## src/rtl/stbs_pkg.sv

```systemverilog
`timescale 1ns / 1ps

package stbs_pkg;

   localparam int SIZE_W              = 11;
   localparam int ENTRY_IDX_W         = 10;
   localparam int VALUE_W             = 32;
   localparam int OUT_IDX_W           = 10;
   localparam int DEFAULT_TABLE_DEPTH = 1024;

   // request opcodes
   localparam logic FUNC_WRITE  = 1'b0;
   localparam logic FUNC_SEARCH = 1'b1;

   typedef struct packed {
      logic                 found;
      logic [OUT_IDX_W-1:0] match_index;
   } result_type;

endpackage

```

## src/rtl/stbs_seq.sv

```systemverilog
`timescale 1ns / 1ps

module stbs_seq #(
   parameter int TABLE_DEPTH = stbs_pkg::DEFAULT_TABLE_DEPTH,
   parameter int IDX_W       = $clog2(TABLE_DEPTH)
) (
   input  logic                              clock,
   input  logic                              reset,
   input  logic                              start,
   input  logic [stbs_pkg::VALUE_W-1:0]      key,
   input  logic [stbs_pkg::SIZE_W-1:0]       table_size,
   output logic                              idle,
   output logic                              rd_en,
   output logic [IDX_W-1:0]                  rd_addr,
   input  logic [stbs_pkg::VALUE_W-1:0]      rd_data,
   input  logic                              rsp_ready,
   output logic                              rsp_valid,
   output stbs_pkg::result_type              rsp_data
);
   import stbs_pkg::*;

   localparam int CNT_W = $clog2(TABLE_DEPTH + 1);

   typedef enum logic [3:0] {
      ST_IDLE    = 4'b0001,
      ST_LOOKUP  = 4'b0010,
      ST_COMPARE = 4'b0100,
      ST_REPLY   = 4'b1000
   } state_type;

   state_type          state_ff, state_in;
   logic [CNT_W-1:0]   left_ff, left_in;
   logic [CNT_W-1:0]   hi_ff, hi_in;      // exclusive upper bound
   logic [IDX_W-1:0]   mid_ff, mid_in;
   logic [VALUE_W-1:0] key_ff, key_in;
   logic               hit_ff, hit_in;
   logic               rsp_valid_ff, rsp_valid_in;
   result_type         rsp_data_ff, rsp_data_in;

   logic [31:0]        size_wide;
   logic [CNT_W-1:0]   size_cap;
   logic [CNT_W:0]     mid_sum;
   logic [IDX_W-1:0]   mid_calc;
   logic [31:0]        mid_wide;
   logic               entry_lt, entry_gt;

   assign size_wide = 32'(table_size);
   assign size_cap  = (size_wide > 32'(TABLE_DEPTH)) ? CNT_W'(TABLE_DEPTH)
                                                     : CNT_W'(size_wide);

   // floor((left + right) / 2) with right = hi - 1; hi > left when used
   assign mid_sum  = (CNT_W+1)'(left_ff) + (CNT_W+1)'(hi_ff) - (CNT_W+1)'(1);
   assign mid_calc = mid_sum[IDX_W:1];
   assign mid_wide = 32'(mid_ff);

   // the shared compare unit
   assign entry_lt = $signed(rd_data) < $signed(key_ff);
   assign entry_gt = $signed(rd_data) > $signed(key_ff);

   always_comb begin
      state_in     = state_ff;
      left_in      = left_ff;
      hi_in        = hi_ff;
      mid_in       = mid_ff;
      key_in       = key_ff;
      hit_in       = hit_ff;
      rsp_valid_in = rsp_valid_ff;
      rsp_data_in  = rsp_data_ff;
      rd_en        = 1'b0;

      if (rsp_valid_ff && rsp_ready) begin
         rsp_valid_in = 1'b0;
      end

      case (state_ff)
         ST_IDLE: begin
            if (start) begin
               key_in   = key;
               left_in  = '0;
               hi_in    = size_cap;
               hit_in   = 1'b0;
               state_in = ST_LOOKUP;
            end
         end
         ST_LOOKUP: begin
            if (left_ff < hi_ff) begin
               mid_in   = mid_calc;
               rd_en    = 1'b1;
               state_in = ST_COMPARE;
            end else begin
               hit_in   = 1'b0;
               state_in = ST_REPLY;
            end
         end
         ST_COMPARE: begin
            if (entry_lt) begin
               left_in  = CNT_W'(mid_ff) + CNT_W'(1);
               state_in = ST_LOOKUP;
            end else if (entry_gt) begin
               hi_in    = CNT_W'(mid_ff);
               state_in = ST_LOOKUP;
            end else begin
               hit_in   = 1'b1;
               state_in = ST_REPLY;
            end
         end
         ST_REPLY: begin
            // output register free or being drained this cycle
            if (!rsp_valid_ff || rsp_ready) begin
               rsp_valid_in            = 1'b1;
               rsp_data_in.found       = hit_ff;
               rsp_data_in.match_index = hit_ff ? mid_wide[OUT_IDX_W-1:0] : '0;
               state_in                = ST_IDLE;
            end
         end
         default: begin
            state_in = ST_IDLE;
         end
      endcase
   end

   always_ff @(posedge clock) begin
      if (reset) begin
         state_ff     <= ST_IDLE;
         rsp_valid_ff <= 1'b0;
      end else begin
         state_ff     <= state_in;
         rsp_valid_ff <= rsp_valid_in;
      end
   end

   always_ff @(posedge clock) begin
      left_ff     <= left_in;
      hi_ff       <= hi_in;
      mid_ff      <= mid_in;
      key_ff      <= key_in;
      hit_ff      <= hit_in;
      rsp_data_ff <= rsp_data_in;
   end

   assign idle      = (state_ff == ST_IDLE);
   assign rd_addr   = mid_calc;
   assign rsp_valid = rsp_valid_ff;
   assign rsp_data  = rsp_data_ff;

endmodule

```

## config.mk

```make
export PLATFORM = sky130hd
export DESIGN_NAME = stbs_seq
export DESIGN_NICKNAME = d
export VERILOG_FILES = /design/src/rtl/stbs_pkg.sv /design/src/rtl/stbs_seq.sv
export SDC_FILE = /design/constraint.sdc
export NUM_CORES = 1
export LEC_CHECK = 0
export BUFFER_PORTS_ARGS = -buffer_cell sky130_fd_sc_hd__buf_2
export CORE_UTILIZATION = 55
export DETAILED_ROUTE_END_ITERATION = 8
export PLACE_DENSITY = 0.81
export SLEW_MARGIN = 20
export SYNTH_ARGS = -nofsm -noshare
export SYNTH_HDL_FRONTEND = slang
export SYNTH_SLANG_ARGS = --single-unit
```

## constraint.sdc

```tcl
create_clock -name clock -period 4.15 [get_ports clock]
set_input_delay 1.0375 -clock clock [delete_from_list [all_inputs] [get_ports clock]]
set_output_delay 1.0375 -clock clock [all_outputs]
set_load 0.05 [all_outputs]
```

Yosys cells after proc, flatten, opt, wreduce, memory -nomap -nowiden
Index checks and enable logic that the tools add are counted.

Add/sub/neg operators: 3. $mul: 0. Divide/modulo/power cells: 0. Magnitude comparators: 4. Equality and inequality tests: 11. Shifts and indexed selects: 0. Multiplexer cells: 24. Bitwise operators: 0. Reductions and logical operators: 12.

Operator list (count): $mux W11 (6); $pmux W11 S2 (2); $gt A32 B32 Y1 (1); $lt A32 B32 Y1 (1); $mux W4 (5); $pmux W4 S4 (1); $ne A2 B2 Y1 const B (7); $add A10 B1 Y11 const B (1); $add A11 B11 Y11 (1); $gt A11 B11 Y1 const B (1); $lt A11 B11 Y1 (1); $sub A11 B1 Y11 const B (1); $mux W1 (9); $reduce_and A2 Y1 (4); $reduce_and A5 Y1 (1); $eq A4 B1 Y1 const B (1); $eq A4 B2 Y1 const B (1); $eq A4 B3 Y1 const B (1); $eq A4 B4 Y1 const B (1); $reduce_and A4 Y1 (1); $pmux W1 S3 (1); $reduce_and A3 Y1 (1); $reduce_bool A3 Y1 (1); $reduce_bool A2 Y1 (1); 3 further kinds (3).

Register bits after elaboration: 81. Bits in latches: 0. RAM bits: 0. Memory bits (read-only): 0. Output and inout bits: 24. Memories: 0.

Longest topological paths before layout
Depth in word-level cells: 4. Depth in mapped cells: 11. Mapped depth without buffers: 11.

Worst setup path before layout
OpenSTA, ideal clock, no wires.

Kind: register to output. From: register left_ff[1]. To: output port rd_addr[8]. Data arrival time: 2817 ps. Required time: 3113 ps. Path slack: 295 ps. Cell stages (with the launch flop): 12. Cell sequence: edfxtp_1 -> inv_1 -> ha_1 -> inv_1 -> ha_1 -> fa_1 -> a21o_1 -> a21oi_1 -> o21bai_1 -> a21oi_1 -> o21ai_0 -> xor2_1.

Word-level cells in the longest chain between the ends: 2.

RTL lines: start, declared (line stbs_seq.sv:32) `logic [CNT_W-1:0] left_ff, left_in;`; start signal, assigned (line stbs_seq.sv:133) `left_ff <= left_in;`; $add A11 B11 Y11 (line stbs_seq.sv:52) `assign mid_sum = (CNT_W+1)'(left_ff) + (CNT_W+1)'(hi_ff) - (CNT_W+1)'(1);`; $sub A11 B1 Y11 (line stbs_seq.sv:52); end, declared (line stbs_seq.sv:14) `output logic [IDX_W-1:0] rd_addr,`.

Every way passes these cells.

Worst setup path after layout
From: register left_ff[1]. To: output port rd_addr[9].

Same word-level chain as after synthesis.

==> flow_metrics.py <==
metrics = {
    "drt": {
        "first_pass_iters": 5,
        "wl_um": 9820,
        "viasPerCell": 5.43,
        "drt_iter0_drc": 138,
        "ant_nets": 0,
        "vias": 3483,
        "routedWlPerCell_um": 15.3,
        "drc_errors": 0,
    },
    "timing": {
        "finalSetupViolCount": 0,
        "fin_ws_ns": 0.188,
        "layout_min_cycle_time_ns": 3.96,
        "worst_pin_slew_ns": 0.812,
        "tns_ns": 0,
        "layout_worst_path_cycle_share_pct": 95.5,
        "maxSlewHeadroom_pct": 45.7,
        "hold_viol": 0,
        "slew_violations": 0,
        "max_freq_mhz": 252,
        "rsz0062_at_grt": "false",
        "clock_skew_ns": 0.00785,
    },
    "placement": {
        "pre_cts_slack_ns": 0.435,
        "gp_congestion": 0.866,
        "dpl_cell_area_um2": 5300,
        "io_buffers": 102,
        "dp_hpwl_um": 7760,
    },
    "synthesis": {
        "syn_nets": 559,
        "yosysMostFrequentCell": "edfxtp_1",
        "yosys.area.top_type": "edfxtp_1",
        "ys_seq_area_share_pct": 51.3,
        "postSynth.asyncResetShare_pct": 0,
        "synth_commonest_cells": "edfxtp_1, inv_1, ha_1",
        "synth_edf_count": 76,
        "postSynthAreaPerCell_um2": 11.1,
        "synth.distinct_cells": 46,
        "yosysWarnings": 0,
        "netlist.area_leader.share_pct": 49.1,
        "ys.flop_type": "edfxtp_1",
        "synthTopCellsByArea": "edfxtp_1, ha_1, inv_1",
        "ys_ff_latch": 81,
        "syn_inst": 418,
        "syn_area_um2": 4650,
    },
    "worst_setup_path": {
        "crit_type": "reg -> out",
        "critPathMaxFanout": 3,
        "worst_setup_path_start_kind": "register",
        "cp-end-kind": "output port",
        "rr_startpoint": "key_ff[27]$_DFFE_PP_",
        "arrival_ns": 2.92,
        "required_ns": 3.11,
        "ff2ff_setup_slack_ns": 1.56,
        "crit_start": "left_ff[1]$_SDFFCE_PN0P_",
        "rr_worst_depth": 8,
        "rr_endpoint": "hi_ff[7]$_DFFE_PP_",
    },
    "cells_and_area": {
        "drive_above_1_share_pct": 23.9,
        "final_util_pct": 67.1,
        "syn_to_final_growth_pct": 18.6,
        "multi_input_area_um2": 1990,
        "fin_area_um2": 5510,
        "layout.nets": 672,
        "antenna-diode-count": 0,
        "seq_area_um2": 2380,
        "nFillCells": 640,
    },
    "floorplan": {
        "die_x_um": 93.9,
        "initial_core_util_pct": 56.6,
        "die_area_um2": 8820,
        "die_y_um": 93.9,
        "ios": 103,
        "fp-row-count": 33,
        "fp.coreArea_um2": 8220,
    },
    "min_path": {
        "min_from": "rsp_valid$_SDFF_PP0_",
        "hold_end": "rsp_valid$_SDFF_PP0_",
        "hold_depth": 2,
        "hold_path.class": "reg -> reg",
    },
    "flow_run": {
        "max-cap-violations": 0,
    },
    "clock_tree": {
        "worstSkewPairLatency_ns": 0.35,
        "cts.sinks": 81,
        "cts_max_level": 3,
        "ctsHoldBuffers": 0,
        "clk_pin_slew_ns": 0.07,
        "numCtsBuffers": 9,
        "tritoncts": "built",
        "clockBufferDepth": 2,
        "cts_root_buf": "clkbuf_8",
        "cts_resized": 0,
        "post-cts-setup-buffers": 0,
    },
    "grt": {
        "antenna_found_initial": 0,
        "grt_max_degree": 26,
        "grt_overflow": 0,
        "grt_pass1_vias": 3377,
        "grt_pass1_wl_um": 15600,
        "grt_use_total_pct": 23.8,
    },
    "pwr": {
        "power_density_nw_per_um2": 402,
        "total_power_w": 0.00222,
        "p_leak_nw": 2.52,
        "irDropWorstVdd_mv": 0.357,
    },
    "status": {
        "outcome": "finished, final reports clean",
    },
}
placed cells by master (no fill, tap or decap), drive strengths merged, types with 3 or more instances in the layout:
cell type	netlist	layout
ha	61	61
nand3	6	6
nand2	23	23
nor4	6	6
inv	73	73
or3	3	3
a21o	4	4
nor2	21	21
clkbuf	3	13
xnor2	6	6
nor3	3	3
xor2	9	9
nand4	9	9
nand2b	9	9
o21ai	18	18
buf	0	105
and3	3	3
a21oi	24	24
dfxtp	5	5
nor2b	7	7
or2	3	3
o21a	3	3
a211oi	3	3
and2	11	11
nand3b	4	4
edfxtp	76	76
a22o	3	3
final cells by class:
cell class / count / share of cell area [%]
Sequential cell: 81 / 43.2
Timing Repair Buffer: 105 / 9.72
Clock buffer: 13 / 2.88
Inverter: 73 / 4.97
Tap cell: 105 / 2.38
Clock inverter: 3 / 0.704
Multi-Input combinational cell: 261 / 36.1
sequential cells by signal (all words and copies together) (netlist names):
name,count
key_ff,32
hi_ff,11
left_ff,11
rsp_data,11
mid_ff,10
state_ff,4
hit_ff,1
rsp_valid,1
stage by stage:
step,instances,hold WS (ns)
after global routing,641,0.587
after floorplan,418,0.507
after global placement,625,0.519
after detailed placement,625,0.533
after CTS,641,0.545
final,641,0.550
worst max-delay path by stage:
stage                  to  cells past startpoint
6_report       rd_addr[9]                     11
5_1_grt        rd_addr[9]                     11
4_1_cts        rd_addr[8]                     12
3_5_place_dp   rd_addr[8]                     12
3_3_place_gp   rd_addr[8]                     12
2_1_floorplan  rd_addr[8]                     11
report_power, final:
group          total, W  internal (W)  switching, W
sequential     0.000994      0.000971     0.0000232
clock          0.000569      0.000308      0.000261
combinational  0.000655      0.000216      0.000439
routing by layer:
layer,vias to the layer above,GRT usage [%],part of all wire (%)
met2,125,38.5,48
met5,-,0,0
met1,1640,30.6,44
met4,0,11.2,2.5
li1,1696,-,-
met3,22,5.10,5.6
cells by family (layout without fill, tap and decap cells):
kind of cell             count (synthesis)  after routing  share of synthesized area, %
AND/OR/NAND/NOR                        110            110                          12.5
buffers and inverters                   76            194                          6.14
flip-flops                              81             81                          51.3
adder cells (fa/ha/maj)                 62             62                          16.9
AO/OA/AOI/OAI                           73             73                          10.1
XOR/XNOR                                15             15                          2.83
multiplexers                             1              1                         0.242
critical path, stage by stage, from the launching register on:
cell and delay (ns):
edfxtp_1 0.41, inv_1 0.08, ha_1 0.19, inv_1 0.09
ha_1 0.29, a21o_1 0.18, a21oi_1 0.23, nor2b_1 0.07
o21ai_0 0.31, a21oi_1 0.16, o211ai_1 0.24, buf_2 0.30
(Power assumes the default switching activity.)
